## config.mk

```make
export PLATFORM = sky130hd
export DESIGN_NAME = rdc_weight
export DESIGN_NICKNAME = d
export VERILOG_FILES = /design/src/rtl/rdc_pkg.sv /design/src/rtl/rdc_weight.sv
export SDC_FILE = /design/constraint.sdc
export NUM_CORES = 1
export LEC_CHECK = 0
export BUFFER_PORTS_ARGS = -buffer_cell sky130_fd_sc_hd__clkbuf_2
export CAP_MARGIN = 20
export CORE_UTILIZATION = 64
export CTS_BUF_LIST = sky130_fd_sc_hd__clkbuf_4 sky130_fd_sc_hd__clkbuf_8
export DETAILED_ROUTE_END_ITERATION = 10
export GPL_ROUTABILITY_DRIVEN = 1
export GPL_TIMING_DRIVEN = 0
export PLACE_DENSITY = 0.84
export SLEW_MARGIN = 20
export SYNTH_ARGS = -nofsm -noshare
export SYNTH_HDL_FRONTEND = slang
export SYNTH_SLANG_ARGS = --single-unit
```

## constraint.sdc

```tcl
create_clock -name aclk -period 6.3 [get_ports aclk]
set_input_delay 0.315 -clock aclk [delete_from_list [all_inputs] [get_ports aclk]]
set_output_delay 0.315 -clock aclk [all_outputs]
set_load 0.02 [all_outputs]
```

## src/rtl/rdc_pkg.sv

```systemverilog
// Shared constants, codes and types for the RGB dithered crossfade unit.
// No dependencies; imported by the top level, rdc_weight and the testbench.
package rdc_pkg;

    localparam int TABLE_INDEX_BITS = 12;
    localparam int TABLE_DEPTH      = 1 << TABLE_INDEX_BITS;
    localparam int TABLE_DATA_BITS  = 12;

    localparam logic [8:0] WEIGHT_FULL  = 9'd256;
    localparam logic [8:0] WEIGHT_RESET = 9'd128;

    typedef enum logic [1:0] {
        CMD_BLEND       = 2'd0,
        CMD_LOAD_RANDOM = 2'd1,
        CMD_LOAD_OFFSET = 2'd2,
        CMD_UNUSED      = 2'd3
    } cmd_t;

    typedef enum logic [1:0] {
        CFG_MIX_WEIGHT   = 2'd0,
        CFG_RANDOM_MODE  = 2'd1,
        CFG_RANDOM_SCALE = 2'd2,
        CFG_NONE         = 2'd3
    } cfg_index_t;

    // Register enables for the weight pipeline
    typedef struct packed {
        logic en_product;
        logic en_weight;
    } wt_ctrl_t;

endpackage

```

## src/rtl/rdc_weight.sv

```systemverilog
// Weight pipeline: scale times random value, truncating divide by 4096, add in random mode, clamp.
// Depends on rdc_pkg.
module rdc_weight (
    input  logic                 aclk,
    input  logic                 aresetn,
    input  rdc_pkg::wt_ctrl_t    ctrl,
    input  logic signed [11:0]   rnd_value,
    input  logic [10:0]          random_scale,
    input  logic [8:0]           mix_weight,
    input  logic                 random_mode,
    output logic [8:0]           weight
);
    import rdc_pkg::*;

    logic signed [23:0] prod_reg;
    logic signed [11:0] delta;
    logic               round_up;
    logic signed [13:0] wsum;
    logic [8:0]         w_next;
    logic [8:0]         w_reg;

    always_ff @(posedge aclk) begin
        if (ctrl.en_product) begin
            prod_reg <= $signed({1'b0, random_scale}) * rnd_value;
        end
    end

    // shift rounds toward minus infinity; bump negatives with a remainder
    assign round_up = prod_reg[23] && (prod_reg[11:0] != 12'd0);
    assign delta    = prod_reg[23:12] + {11'd0, round_up};

    always_comb begin
        if (random_mode) begin
            wsum = $signed({5'd0, mix_weight}) + 14'(delta);
        end else begin
            wsum = $signed({5'd0, mix_weight});
        end
        if (wsum < 14'sd0) begin
            w_next = 9'd0;
        end else if (wsum > $signed({5'd0, WEIGHT_FULL})) begin
            w_next = WEIGHT_FULL;
        end else begin
            w_next = wsum[8:0];
        end
    end

    always_ff @(posedge aclk) begin
        if (ctrl.en_weight) begin
            w_reg <= w_next;
        end
    end

    assign weight = w_reg;

`ifndef SYNTHESIS
    a_weight_in_range: assert property (@(posedge aclk) disable iff (!aresetn)
        ctrl.en_weight |=> (w_reg <= WEIGHT_FULL))
        else $error("blend weight above full scale");

    a_plain_weight: assert property (@(posedge aclk) disable iff (!aresetn)
        ctrl.en_weight && !random_mode && (mix_weight <= WEIGHT_FULL)
        |=> (w_reg == $past(mix_weight)))
        else $error("plain mode weight differs from mix weight");
`endif

endmodule

```

# Yosys cells after proc, flatten, opt, wreduce, memory -nomap -nowiden
# Index checks and enable logic that the tools add are counted.
# word_totals
reg_bits	33
out_inout_bits	9
inputBits	37
word_cells	13
# classes
multipliers	1
reduce_logical	3
mux	2
order_cmp	2
addsub	2
# ops
cell	count
multiplier 12 x 12 -> 24 bit	1
greater-than comparator 14 x 10 -> 1 bit (second input constant)	1
< comparator 14 x 1 -> 1 bit (second input constant)	1
two-way mux 14 bit	1
adder 10 x 12 -> 13 bit	1
adder 12 x 1 -> 12 bit	1
nonzero test 12 bit	1
two-way mux 9 bit	1
OR reduction 2 bit	1
logical AND 1 bit	1

# Depth between registers and ports, before layout
# logic_depth
depth_word	7
ltp_mapped	20
depth_no_buf	19

# Least setup slack after synthesis
# OpenSTA, ideal clock, no wires.
# synth_timing
path_kind	in2reg
from	input random_scale[4]
to	register prod_reg[23] (data pin)
setup_ps	278
arrival_time_ps	4717
cell_stages	18
setup_slack_ps	1305
n_path_buf	1
required_time_ps	6022
cell_sequence	clkbuf_1 -> and2_1 -> fa_1 -> inv_1 -> fa_1 -> inv_1 -> fa_1 -> fa_1 -> inv_1 -> fa_1 -> inv_1 -> ha_1 -> and4_1 -> nand2_1 -> a21o_1 -> a41oi_1 -> mux2i_1 -> o311ai_0
# synth_via
elab_chain_cells	1
# synth_lines
item	line_no	text
from (decl)	rdc_weight.sv:8	input logic [10:0] random_scale,
multiplier 12 x 12 -> 24 bit	rdc_weight.sv:24	prod_reg <= $signed({1'b0, random_scale}) * rnd_value;
to (signal assigned)	rdc_weight.sv:24	
to (decl)	rdc_weight.sv:15	logic signed [23:0] prod_reg;
# No other way between the ends.
# A chain may end at the register's enable or synchronous reset.

# Worst setup path in the final report
# layout_timing
from	input random_scale[3]
to	register prod_reg[23] (data pin)
# The elaborated chain is that of the path after synthesis.

==> impl_table.tex <==
\begin{tabular}{lr}
\hline
Metric & Value \\
\hline
\multicolumn{2}{l}{\textbf{Clock network}} \\
Total clock buffers created by CTS & 5 \\
Maximum clock path buffer count & 2 \\
Number of setup buffers added after CTS & 0 \\
Clock slew seen by the registers of the worst setup and hold paths & 0.07 ns \\
Number of gates resized after cts & 0 \\
Root Buffer Master & clkbuf\_8 \\
Clock net sink count & 33 \\
Number of H-tree levels & 2 \\
Total of hold buffers inserted after clock tree synthesis & 0 \\
Clock latency reported for the late side of the worst-skew pair & 0.28 ns \\
CTS tree & done \\
\multicolumn{2}{l}{\textbf{Die}} \\
Die extent in y & 103.4 um \\
Die Outline Area & 10700 sq um \\
I/O Pins & 46 \\
Die X & 103.4 um \\
Core Box Area & 9864 sq um \\
Number of rows in the core area & 36 \\
Effective utilization at floorplan & 0.6677 \\
\multicolumn{2}{l}{\textbf{Drt}} \\
Average vias per placed instance & 5.705 \\
Starting DRT DRC Count & 252 \\
TritonRoute pass-1 iters & 5 \\
Routed length per placed instance & 14.82 um \\
Remaining routing DRC violations & 0 \\
Vias & 5203 \\
Number of nets with antenna violations after routing & 0 \\
Total wire length after detailed routing & 13.52 mm \\
\multicolumn{2}{l}{\textbf{Synthesis}} \\
Number of cells produced by synthesis & 727 \\
Post-synth top flop & edfxtp\_1 \\
Total standard cell area after synthesis & 6586 sq um \\
Synthesis-stage register bit count & 33 \\
Seq/Total Area, Yosys & 0.1505 \\
Average footprint of a synthesized cell & 9.060 sq um \\
Synthesis Warnings & 0 \\
Nets in the synthesized netlist & 941 \\
Proportion of synthesized flip-flops having asynchronous set or reset & 0 \\
Number of synthesized flops with an enable pin & 33 \\
Synth cell types & 55 \\
\multicolumn{2}{l}{\textbf{Global route}} \\
Layer with the highest usage after global routing & met2 \\
Maximum number of pins on one net before global-route repair & 25 \\
Number of global-route vias before repair & 4952 \\
Global-route track usage on met3 & 0.02890 \\
Global-route met1 utilization & 0.3508 \\
Remaining Overflow, GRT & 0 \\
Number of antenna violations at the first check in global routing & 0 \\
First-pass GRT wire length & 22.39 mm \\
All-layer global routing usage & 0.2705 \\
Met2 global-route usage & 0.4845 \\
\multicolumn{2}{l}{\textbf{Layout}} \\
Most used cells in the layout excluding fill and tap cells & inv\_1 (148), nand2\_1 (95), fa\_1 (92), ha\_1 (85), and2\_1 (48) \\
Count of filler cells inserted in the layout & 748 \\
Post-layout util & 0.7156 \\
Commonest non-fill, non-tap cell in the layout & inv\_1 \\
Combined area of the multi-input logic cells & 4930 sq um \\
Synthesis-to-layout area growth & 7.181\% \\
Fraction of layout cells with a size suffix above 1 & 0.08216 \\
Register cell area after layout & 991.0 sq um \\
Number of flip-flops in the largest register & 24 \\
Final non-filler cell area & 7059 sq um \\
Total Nets Final & 992 \\
Antenna cell count & 0 \\
\multicolumn{2}{l}{\textbf{STA}} \\
Fmax achieved & 185.0 MHz \\
Final setup vio count & 0 \\
Final min period & 5.406 ns \\
Post-route clock period utilization & 0.8581 \\
Hold WS & 0.3425 ns \\
Worst slew slack as a fraction of its limit & 0.5963 \\
Number of hold violations in the final report & 0 \\
Setup TNS & 0 ns \\
Number of pins with negative max-slew slack in the final report & 0 \\
Tightest Pin Transition & 0.6056 ns \\
Clock tree skew after final layout & 0.006326 ns \\
Unrepaired setup endpoints after global routing & false \\
\multicolumn{2}{l}{\textbf{Critical path}} \\
Sequence of cells on the critical path & clkbuf\_2, clkbuf\_1, and2\_1, fa\_1, fa\_1, fa\_1, fa\_1, inv\_1, fa\_1, inv\_1, ha\_1, a21o\_1, a21oi\_1, nor2\_1, nor2\_1, a41oi\_1, mux2i\_1, o311ai\_0 \\
Crit-path most repeated cell & fa\_1 \\
Critical path data required time & 6.31 ns \\
Critical path's slowest cell & fa\_1 \\
Number of buffers and inverters on the critical path & 4 \\
Crit-path max FO & 10 \\
Critical Path End Type & flop \\
Cell class contributing the biggest share of worst-path delay & adder cells \\
Path type of the worst setup path & in2reg \\
CP Launch Type & input port \\
Data arrival time of the critical path & 5.41 ns \\
Largest stage delay on the critical path & 0.54 ns \\
\multicolumn{2}{l}{\textbf{Placement}} \\
Area after DPL & 6973 sq um \\
Number of I/O port buffers & 44 \\
Half-perimeter wire length of the detailed placement result & 11.53 mm \\
Gp weighted congestion & 0.9014 \\
\multicolumn{2}{l}{\textbf{Pwr}} \\
Overall power & 2940 uW \\
Power density of the placed cells & 416.4 nW/um\^{}2 \\
Leakage component of the power & 0.003527 uW \\
Worst-case vdd ir drop & 347.0 uV \\
\multicolumn{2}{l}{\textbf{Min path}} \\
Hold/Removal Path Class & in2reg \\
\multicolumn{2}{l}{\textbf{Run}} \\
Max Cap Viol & 0 \\
\multicolumn{2}{l}{\textbf{Run status}} \\
Result of the run & completed \\
\hline
\end{tabular}
==> final timing paths <==
check | slack, ns | end | cells past startpoint | from
setup / recovery | 0.89 | prod_reg[23]$_DFFE_PP_ | 18 | random_scale[3]
hold / removal | 0.34 | prod_reg[0]$_DFFE_PP_ | 2 | rnd_value[0]
setup reg to reg | 2.54 | weight[8]$_SDFFCE_PN0P_ | 13 | prod_reg[0]$_DFFE_PP_
hold reg to reg | 0.93 | weight[0]$_SDFFCE_PP0P_ | 4 | prod_reg[12]$_DFFE_PP_
==> per-layer routing <==
metal | wire length, um | vias up
li1 | - | 2443
met1 | 5430 | 2584
met2 | 7148 | 152
met3 | 671 | 24
met4 | 265 | 0
met5 | 0 | -
==> through the flow <==
stage / setup slack [ns] / instances
detailed placement: 0.6412 / 904
CTS: 0.8971 / 912
finish: 0.8938 / 912
global placement: 0.6799 / 904
floorplan: 1.305 / 727
global route: 0.6619 / 912
==> power breakdown <==
part	internal (uW)	switching, uW
logic	961	1340
registers	432	57.4
clock network	76.1	75.5
==> synth_stat cells (2+ instances only) <==
library cell / count / area share
a211oi_1: 3 / 0.0034
a21o_1: 8 / 0.0091
a21oi_1: 16 / 0.012
a31oi_1: 4 / 0.0038
a41oi_1: 3 / 0.0040
and2_1: 48 / 0.046
and3_1: 2 / 0.0019
and4_1: 3 / 0.0040
clkbuf_1: 25 / 0.014
edfxtp_1: 33 / 0.15
fa_1: 92 / 0.28
ha_1: 85 / 0.16
inv_1: 148 / 0.084
mux2i_1: 3 / 0.0046
nand2_1: 95 / 0.054
nand2b_1: 10 / 0.0095
nand3_1: 11 / 0.0084
nand3b_1: 5 / 0.0057
nand4_1: 7 / 0.0066
nor2_1: 16 / 0.0091
nor2b_1: 11 / 0.010
nor3_1: 8 / 0.0061
nor4_1: 6 / 0.0057
o2111ai_1: 3 / 0.0040
o211ai_1: 5 / 0.0057
o21a_1: 4 / 0.0046
o21ai_0: 14 / 0.011
o21ai_2: 2 / 0.0027
o311ai_0: 2 / 0.0027
o31a_1: 2 / 0.0027
or3_1: 5 / 0.0047
xnor2_1: 20 / 0.027
xor2_1: 6 / 0.0080
==> kinds of logic after synthesis <==
kind of cell | after synthesis | synth area share
and+or+nand+nor | 231 | 0.1793
adders and majority gates | 177 | 0.4411
buffers and inverters | 175 | 0.1011
AOI/OAI and AO/OA | 82 | 0.08891
DFF | 33 | 0.1505
xor gates and xnor gates | 26 | 0.03457
muxes | 3 | 0.004559
==> area by class of cell <==
cell class / instances / area share
plain buffers: 27 / 0.01560
well taps: 133 / 0.02357
clock inverters: 3 / 0.002481
multi-input cells: 519 / 0.6983
repair buffers: 44 / 0.03119
inverters: 148 / 0.07870
clock buffers: 5 / 0.009748
flip-flops and latches: 33 / 0.1404
No activity file was read; power rests on OpenSTA's default activity.
